--- config.mk ---
export PLATFORM = sky130hd
export DESIGN_NAME = rpm_color
export DESIGN_NICKNAME = d
export VERILOG_FILES = /design/src/rtl/core/rpm_pkg.sv /design/src/rtl/core/rpm_color.sv
export SDC_FILE = /design/constraint.sdc
export NUM_CORES = 1
export LEC_CHECK = 0
export ABC_AREA = 0
export BUFFER_PORTS_ARGS = -buffer_cell sky130_fd_sc_hd__buf_2
export CAP_MARGIN = 30
export CELL_PAD_IN_SITES_DETAIL_PLACEMENT = 2
export CELL_PAD_IN_SITES_GLOBAL_PLACEMENT = 2
export CORE_MARGIN = 4
export CORE_UTILIZATION = 25
export DETAILED_ROUTE_END_ITERATION = 7
export GPL_ROUTABILITY_DRIVEN = 0
export PLACE_DENSITY = 0.72
export SLEW_MARGIN = 15
export SYNTH_ARGS = -nofsm -noshare
export SYNTH_HDL_FRONTEND = slang
export SYNTH_SLANG_ARGS = --single-unit
--- constraint.sdc ---
create_clock -name vclk -period 9
set_input_delay 0.9 -clock vclk [all_inputs]
set_output_delay 0.9 -clock vclk [all_outputs]
set_load 0.03 [all_outputs]
--- src/rtl/core/rpm_pkg.sv ---
// rpm_pkg: shared types and constants for the rgb pixel modifier
// used by the stream interfaces and every module under rtl/core

package rpm_pkg;

    localparam int MAX_WIDTH  = 1024;
    localparam int COL_W      = $clog2(MAX_WIDTH);
    localparam int WIDTH_W    = $clog2(MAX_WIDTH + 1);
    localparam int CFG_IDX_W  = 2;
    localparam int CFG_DATA_W = 11;
    localparam int CH_W       = 8;

    localparam logic [CFG_IDX_W-1:0] CFG_MODE      = 2'd0;
    localparam logic [CFG_IDX_W-1:0] CFG_MAX_VALUE = 2'd1;
    localparam logic [CFG_IDX_W-1:0] CFG_ROW_WIDTH = 2'd2;

    localparam logic [CH_W-1:0] MAX_VALUE_RESET = 8'd255;
    localparam logic [CH_W-1:0] CH_FULL         = 8'd255;

    // floor(s / 3) as (s * 683) >> 11, exact for s below 2048
    localparam int              SUM_W     = CH_W + 2;
    localparam logic [SUM_W-1:0] DIV3_MUL  = 10'd683;
    localparam int              DIV3_SHIFT = 11;

    typedef enum logic [1:0] {
        MODE_NEGATE    = 2'd0,
        MODE_QUANTIZE  = 2'd1,
        MODE_GRAYSCALE = 2'd2,
        MODE_FLIP      = 2'd3
    } mode_t;

    typedef struct packed {
        logic [CH_W-1:0] red;
        logic [CH_W-1:0] green;
        logic [CH_W-1:0] blue;
    } pixel_t;

    typedef struct packed {
        logic accept;
        logic flush;
        logic flip;
    } flip_ctl_t;

    typedef struct packed {
        logic valid;
        logic last;
    } drain_t;

endpackage

--- src/rtl/core/rpm_color.sv ---
// rpm_color: per-pixel negate, quantize and grayscale arithmetic
// depends on rpm_pkg

module rpm_color
(
    input  rpm_pkg::mode_t                mode,
    input  logic [rpm_pkg::CH_W-1:0]      max_value,
    input  rpm_pkg::pixel_t               pix,
    output rpm_pkg::pixel_t               result
);

    logic [rpm_pkg::SUM_W-1:0]                    sum;
    logic [2*rpm_pkg::SUM_W-1:0]                  prod;
    logic [rpm_pkg::CH_W-1:0]                     avg;

    function automatic logic [rpm_pkg::CH_W-1:0] negate_ch(
        input logic [rpm_pkg::CH_W-1:0] c,
        input logic [rpm_pkg::CH_W-1:0] m
    );
        negate_ch = (c > m) ? '0 : m - c;
    endfunction

    function automatic logic [rpm_pkg::CH_W-1:0] quant_ch(
        input logic [rpm_pkg::CH_W-1:0] c
    );
        quant_ch = c[rpm_pkg::CH_W-1] ? rpm_pkg::CH_FULL : '0;
    endfunction

    assign sum  = rpm_pkg::SUM_W'(pix.red) + rpm_pkg::SUM_W'(pix.green)
                + rpm_pkg::SUM_W'(pix.blue);
    assign prod = (2*rpm_pkg::SUM_W)'(sum) * (2*rpm_pkg::SUM_W)'(rpm_pkg::DIV3_MUL);
    assign avg  = prod[rpm_pkg::DIV3_SHIFT +: rpm_pkg::CH_W];

    always_comb
    begin
        unique case (mode)
            rpm_pkg::MODE_NEGATE:
            begin
                result.red   = negate_ch(pix.red, max_value);
                result.green = negate_ch(pix.green, max_value);
                result.blue  = negate_ch(pix.blue, max_value);
            end
            rpm_pkg::MODE_QUANTIZE:
            begin
                result.red   = quant_ch(pix.red);
                result.green = quant_ch(pix.green);
                result.blue  = quant_ch(pix.blue);
            end
            rpm_pkg::MODE_GRAYSCALE:
            begin
                result.red   = avg;
                result.green = avg;
                result.blue  = avg;
            end
            default:
            begin
                result = pix;
            end
        endcase
    end

endmodule

== Word-level counts from Yosys, hierarchy flattened ==
Index checks and enable logic that the tools add are counted.

* Register bits: 0
* Input port bits: 34
* Output and inout port bits: 24
* Word-level logic and storage cells: 19

* $add $sub $neg: 5
* Multiply operators: 1
* Order comparisons: 3
* Equality and inequality tests: 2
* Mux-type cells: 7
* Reduce and logical (&&, ||, !) cells: 1

{| class="wikitable"
|+ Operators with widths
! cell !! number
|-
| $pmux W24 S3 || 1
|-
| $mux W8 || 6
|-
| $gt A8 B8 Y1 || 3
|-
| $sub A8 B8 Y8 || 3
|-
| $mul A10 B10 Y19 const B || 1
|-
| $add A9 B8 Y10 || 1
|-
| $add A8 B8 Y9 || 1
|-
| $eq A2 B1 Y1 const B || 1
|-
| $eq A2 B2 Y1 const B || 1
|-
| $logic_not A2 Y1 || 1
|}

== Depth between registers and ports, before layout ==
Gate-level depths: netlist of the first run.

* Word-level depth: 4
* Gate-level depth with buffers: 29
* Gate-level depth less buffers: 29

== Least setup slack after synthesis of the first run ==
Ideal clock, no wire load.

* Path kind: input-to-output
* From: input port pix[1] (netlist name)
* To: output port result[2] (netlist name)
* Arrival: 7.140 ns
* Data required time: 8.100 ns
* Setup slack: 0.960 ns
* Stages on the path: 29
* Path buffers: 0
* Cells stage by stage: inv_1 -> fa_1 -> inv_1 -> ha_1 -> inv_1 -> fa_1 -> nor2b_1 -> o21a_1 -> o21ai_0 -> nand2b_1 -> xnor2_1 -> inv_1 -> ha_1 -> ha_1 -> inv_1 -> fa_1 -> inv_1 -> fa_1 -> inv_1 -> fa_1 -> inv_1 -> ha_1 -> nand3_1 -> a211oi_1 -> o21a_1 -> nor2_1 -> xnor2_1 -> nor2_1 -> o32ai_1

{| class="wikitable"
|+ RTL lines
! item !! line !! source
|-
| start, declared || rpm_color.sv:8 || <nowiki>input rpm_pkg::pixel_t pix,</nowiki>
|-
| end, declared || rpm_color.sv:9 || <nowiki>output rpm_pkg::pixel_t result</nowiki>
|}

==> results of run 1 <==
==> stage by stage <==
step / setup WS [ns] / hold slack (ns)
finish: 0.5087 / 2.208
global route: 0.02720 / 2.249
CTS: 0.3653 / 2.215
detailed placement: 0.3966 / 2.214
global placement: 0.6989 / 2.208
floorplan: 0.9596 / 2.011
==> Yosys cell counts (2+ instances only) <==
library cell and number:
a211o_1 3, a211oi_1 5, a21boi_0 2, a21o_1 5, a21oi_1 32, a31oi_1 4
and2_1 3, and3_1 4, clkbuf_1 5, fa_1 32, ha_1 88, inv_1 74
nand2_1 20, nand2b_1 9, nand3_1 3, nor2_1 32, nor2b_1 11, nor3_1 6
o211ai_1 8, o21a_1 11, o21ai_0 28, o21ai_1 6, o22ai_1 2, o22ai_2 2
o31a_1 7, o31ai_1 2, o32a_1 3, o32ai_1 2, or2_2 2, or3_1 2
xnor2_1 14, xor2_1 13
==> worst max-delay path, delay by kind of cell <==
family / cells / cell delay [ns]
and+or+nand+nor: 4 / 0.91
adders and majority gates: 9 / 3.52
xor gates and xnor gates: 1 / 0.19
AOI/OAI and AO/OA: 7 / 1.11
buffers and inverters: 10 / 0.93
==> routing by layer <==
metal | wire length, µm | up-vias
li1 | - | 1728
met1 | 5552 | 1788
met2 | 7240 | 45
met3 | 264 | 10
met4 | 210 | 0
met5 | 0 | -
==> logic make-up (layout without fill, tap and decap cells) <==
group,Yosys count,in the layout,share of synthesized area [%]
AOI/OAI and AO/OA,136,136,24.74
adders and majority gates,120,120,47.38
and+or+nand+nor,97,97,12.93
buffers and inverters,79,135,8.067
xor gates and xnor gates,28,28,6.876
==> what timing repair did <==
action / CTS / global route
endpoints found under the hold margin: 0 / 0
gates resized for setup: 0 / 2
setup endpoints to repair: 0 / 2
==> cell type report <==
| class | count | share of cell area [%] |
|---|---|---|
| Multi-Input combinational cell | 381 | 80.48 |
| Timing Repair Buffer | 61 | 7.438 |
| Inverter | 74 | 6.605 |
| Tap cell | 184 | 5.475 |
==> worst max-delay path by stage <==
stage / start / endpoint / cells past startpoint
2_1_floorplan: pix[1] / result[2] / 29
3_3_place_gp: pix[9] / result[2] / 31
3_5_place_dp: pix[9] / result[18] / 31
4_1_cts: pix[9] / result[18] / 31
5_1_grt: pix[9] / result[2] / 31
6_report: pix[9] / result[5] / 31
==> flow_metrics.tcl, run 1 <==
set metrics [dict create \
    outcome "finished, final reports clean" \
    wl_per_cell_um 18.95 \
    num_rows 44 \
    maxCapViolations 0 \
    core_area_um2 14480 \
    slowest_delay_ns 0.53 \
    drive_above_1_share_pct 14.53 \
    nFlopsAndLatches 0 \
    crit_fanout 6 \
    ys_warn_count 0 \
    crit_slowest_cell "fa_1" \
    path_class "primary input to output pin" \
    min_period_ns 8.491 \
    fillers 1708 \
    postPlaceCellArea_um2 4200 \
    seqCellArea_um2 0 \
    dp_cells 700 \
    syn_to_final_growth_pct 14.40 \
    grt_max_degree 26 \
    initialDrtViolationCount 96 \
    path_common_cell "inv_1" \
    overflow 0 \
    fp.dieH_um 129.3 \
    die_x_um 129.3 \
    setup_viol 0 \
    drt_wl_total_mm 13.27 \
    drc 0 \
    tightest_slew_ns 0.8712 \
    synth_largest_area_cell "ha_1" \
    whs_endpoint "result[1]" \
    worstPathArrival_ns 7.59 \
    synth.top_cell.area_share_pct 29.95 \
    cts.hold.buffers_added 0 \
    cp_data_required_time_ns 8.10 \
    first_global_vias 4091 \
    die_area_um2 16710 \
    finalSetupTns_ns 0 \
    min_path_type "primary input to output pin" \
    syn-num-nets 614 \
    fin_crit_sh_pct 94.35 \
    synth_area_um2 3676 \
    fin_util_pct 29.04 \
    ios 58 \
    nClkBuffers 0 \
    finalHoldViolCount 0 \
    layout_common_cells "ha_1, inv_1, buf_2" \
    postSynthCellCount 460 \
    multi_input_area_um2 3385 \
    num_vias 3571 \
    ys_types 52 \
    num_antenna_cells 0 \
    grt_first_pass_wirelength_mm 21.38 \
    end_kind "output pin" \
    nets 672 \
    fmax_ghz 0.1178 \
    synth.avg_cell_area_um2 7.991 \
    worstHoldStart "pix[1]" \
    grt_use_met2_pct 32.13 \
    viasPerCell 5.101 \
    rsz0062_at_grt "false" \
    dr.pass1.iters 4 \
    ant_nets 0 \
    min_path_cells 4 \
    maxSlewViolCount 0 \
    cts_setup_buffers 0 \
    ys_seq_area_share_pct 0 \
    grt-busiest-layer "met2" \
    start_kind "primary input" \
    maxSlewHeadroom_pct 41.31 \
    stdcell_count 700 \
    grtUsageTotal_pct 15.97 \
    layout_commonest_cell "ha_1" \
    port_buffers 58 \
    initial_core_util_pct 25.39 \
    dp_hpwl_mm 12.10 \
    met1_usage_pct 18.96 \
    grt.met3_usage_pct 0.3298 \
    synth_area_leaders "ha_1, fa_1, inv_1, a21oi_1, o21ai_0" \
    stdcell_area_um2 4205 \
    antenna_found_initial 0 \
]
Power of run 1 is not shown: default switching activity piles up to over one toggle a cycle in this logic, so the estimate is an artifact.
==> inputs of run 2 (changes only) <==
--- a/config.mk
+++ b/config.mk
@@ -15,7 +15,7 @@
 export DETAILED_ROUTE_END_ITERATION = 7
 export GPL_ROUTABILITY_DRIVEN = 0
 export PLACE_DENSITY = 0.72
-export SLEW_MARGIN = 15
+export SLEW_MARGIN = 20
 export SYNTH_ARGS = -nofsm -noshare
 export SYNTH_HDL_FRONTEND = slang
 export SYNTH_SLANG_ARGS = --single-unit
==> constraint.sdc (replaced) <==
create_clock -name vclk -period 9
set_input_delay 1.35 -clock vclk [all_inputs]
set_output_delay 1.35 -clock vclk [all_outputs]
set_load 0.03 [all_outputs]
==> run 2 against run 1 <==
  * Non-clock buffer count increased by 28
  * Maximum frequency is 3.3% lower
  * Cell count up 4.0%
  * Sequential share of layout area is the same
  * Critical path type unchanged
  * Highest routed layer unchanged
==> flow_metrics.tcl, run 2 (same netlist as run 1, synthesis figures left out) <==
set metrics [dict create \
    startpoint "pix[18]" \
    slowest_delay_ns 0.57 \
    overflow 0 \
    worstPathArrival_ns 7.43 \
    tightest_slew_ns 0.9238 \
    syn_to_final_growth_pct 29.10 \
    ant_nets 0 \
    finalSetupTns_ns 0 \
    initial_core_util_pct 25.39 \
    fin_crit_sh_pct 97.61 \
    start_kind "primary input" \
    crit_fanout 5 \
    num_vias 3696 \
    maxCapViolations 0 \
    core_area_um2 14480 \
    worstHoldStart "pix[21]" \
    cp_data_required_time_ns 7.65 \
    outcome "finished, final reports clean" \
    end_kind "output pin" \
    first_global_vias 4203 \
    nClkBuffers 0 \
    viasPerCell 5.077 \
    worst_slack_ns 0.2152 \
    setup_viol 0 \
    finalHoldViolCount 0 \
    initialDrtViolationCount 106 \
    drive_above_1_share_pct 26.29 \
    fillers 1649 \
    num_rows 44 \
    maxSlewHeadroom_pct 37.77 \
    grt_first_pass_wirelength_mm 21.89 \
    multi_input_area_um2 3652 \
    fin_util_pct 32.78 \
    path_class "primary input to output pin" \
    cts.hold.buffers_added 0 \
    die_area_um2 16710 \
    fp.dieH_um 129.3 \
    dr.pass1.iters 4 \
    drt_wl_total_mm 14.19 \
    crit_path_end "result[21]" \
    ios 58 \
    dp_hpwl_mm 12.36 \
    min_path_type "primary input to output pin" \
    wl_per_cell_um 19.50 \
    nFlopsAndLatches 0 \
    die_x_um 129.3 \
    layout_common_cells "ha_1, inv_1, buf_2, buf_4, nor2_1" \
    drc 0 \
    grt_max_degree 26 \
    num_antenna_cells 0 \
    maxSlewViolCount 0 \
    min_period_ns 8.785 \
    nets 700 \
    antenna_found_initial 0 \
    pre_cts_slack_ns -0.4546 \
    fmax_ghz 0.1138 \
    crit_slowest_cell "or4b_4" \
    grtUsageTotal_pct 16.19 \
    seqCellArea_um2 0 \
    port_buffers 58 \
    layout_commonest_cell "ha_1" \
]
[run 2: cell count changes in the layout (fill, tap and decap cells not counted), moves of 3 or more]
| cell | change |
|---|---|
| xnor2_1 | -3 |
| inv_1 | -6 |
| buf_2 | -16 |
| xnor2_2 | +3 |
| a21oi_2 | +6 |
| inv_2 | +6 |
| ha_4 | +7 |
| a21oi_1 | -6 |
| buf_4 | +36 |
| buf_6 | +6 |
| ha_1 | -7 |
[run 2: final cells by class]
class | count | area share, %
Tap cell | 184 | 4.851
Inverter | 74 | 5.853
Timing Repair Buffer | 89 | 12.34
Multi-Input combinational cell | 381 | 76.96
[run 2: critical path: cells and delay by family]
| kind | cells | cell delay (ns) |
|---|---|---|
| adders and majority gates | 8 | 3.12 |
| xor gates and xnor gates | 1 | 0.21 |
| AOI/OAI and AO/OA | 10 | 1.59 |
| and+or+nand+nor | 2 | 0.64 |
| buffers and inverters | 5 | 0.54 |
[run 2: worst min-delay path by stage]
stage / cells past startpoint / to / slack [ns]
after detailed placement: 4 / result[1] / 3.14
after global placement: 4 / result[1] / 3.11
after floorplan: 2 / result[17] / 2.91
final: 3 / result[21] / 3.10
after global routing: 3 / result[21] / 3.12
after CTS: 3 / result[5] / 3.12
[run 2: per-layer routing]
layer | part of all wire [%] | wire (µm) | global-route usage, %
met4 | 2.2 | 313 | 2.532
met1 | 41 | 5771 | 19.50
met5 | 0 | 0 | 0
met3 | 2.5 | 360 | 0.4534
met2 | 55 | 7748 | 32.23
[run 2: per-stage QoR]
stage                     cell area, µm²  std cells  hold slack (ns)
after CTS                           4502        724            3.121
after floorplan                     3676        460            2.911
final                               4746        728            3.102
after global placement              4373        723            3.106
after detailed placement            4373        723            3.136
after global routing                4746        728            3.118
[run 2: what timing repair did]
item                       4_1_cts  5_1_grt
gates resized for setup         28       51
setup endpoints to repair       24       24
pin swaps                        2       27
buffers inserted                 1        4
Power of run 2 is left out for the same reason.
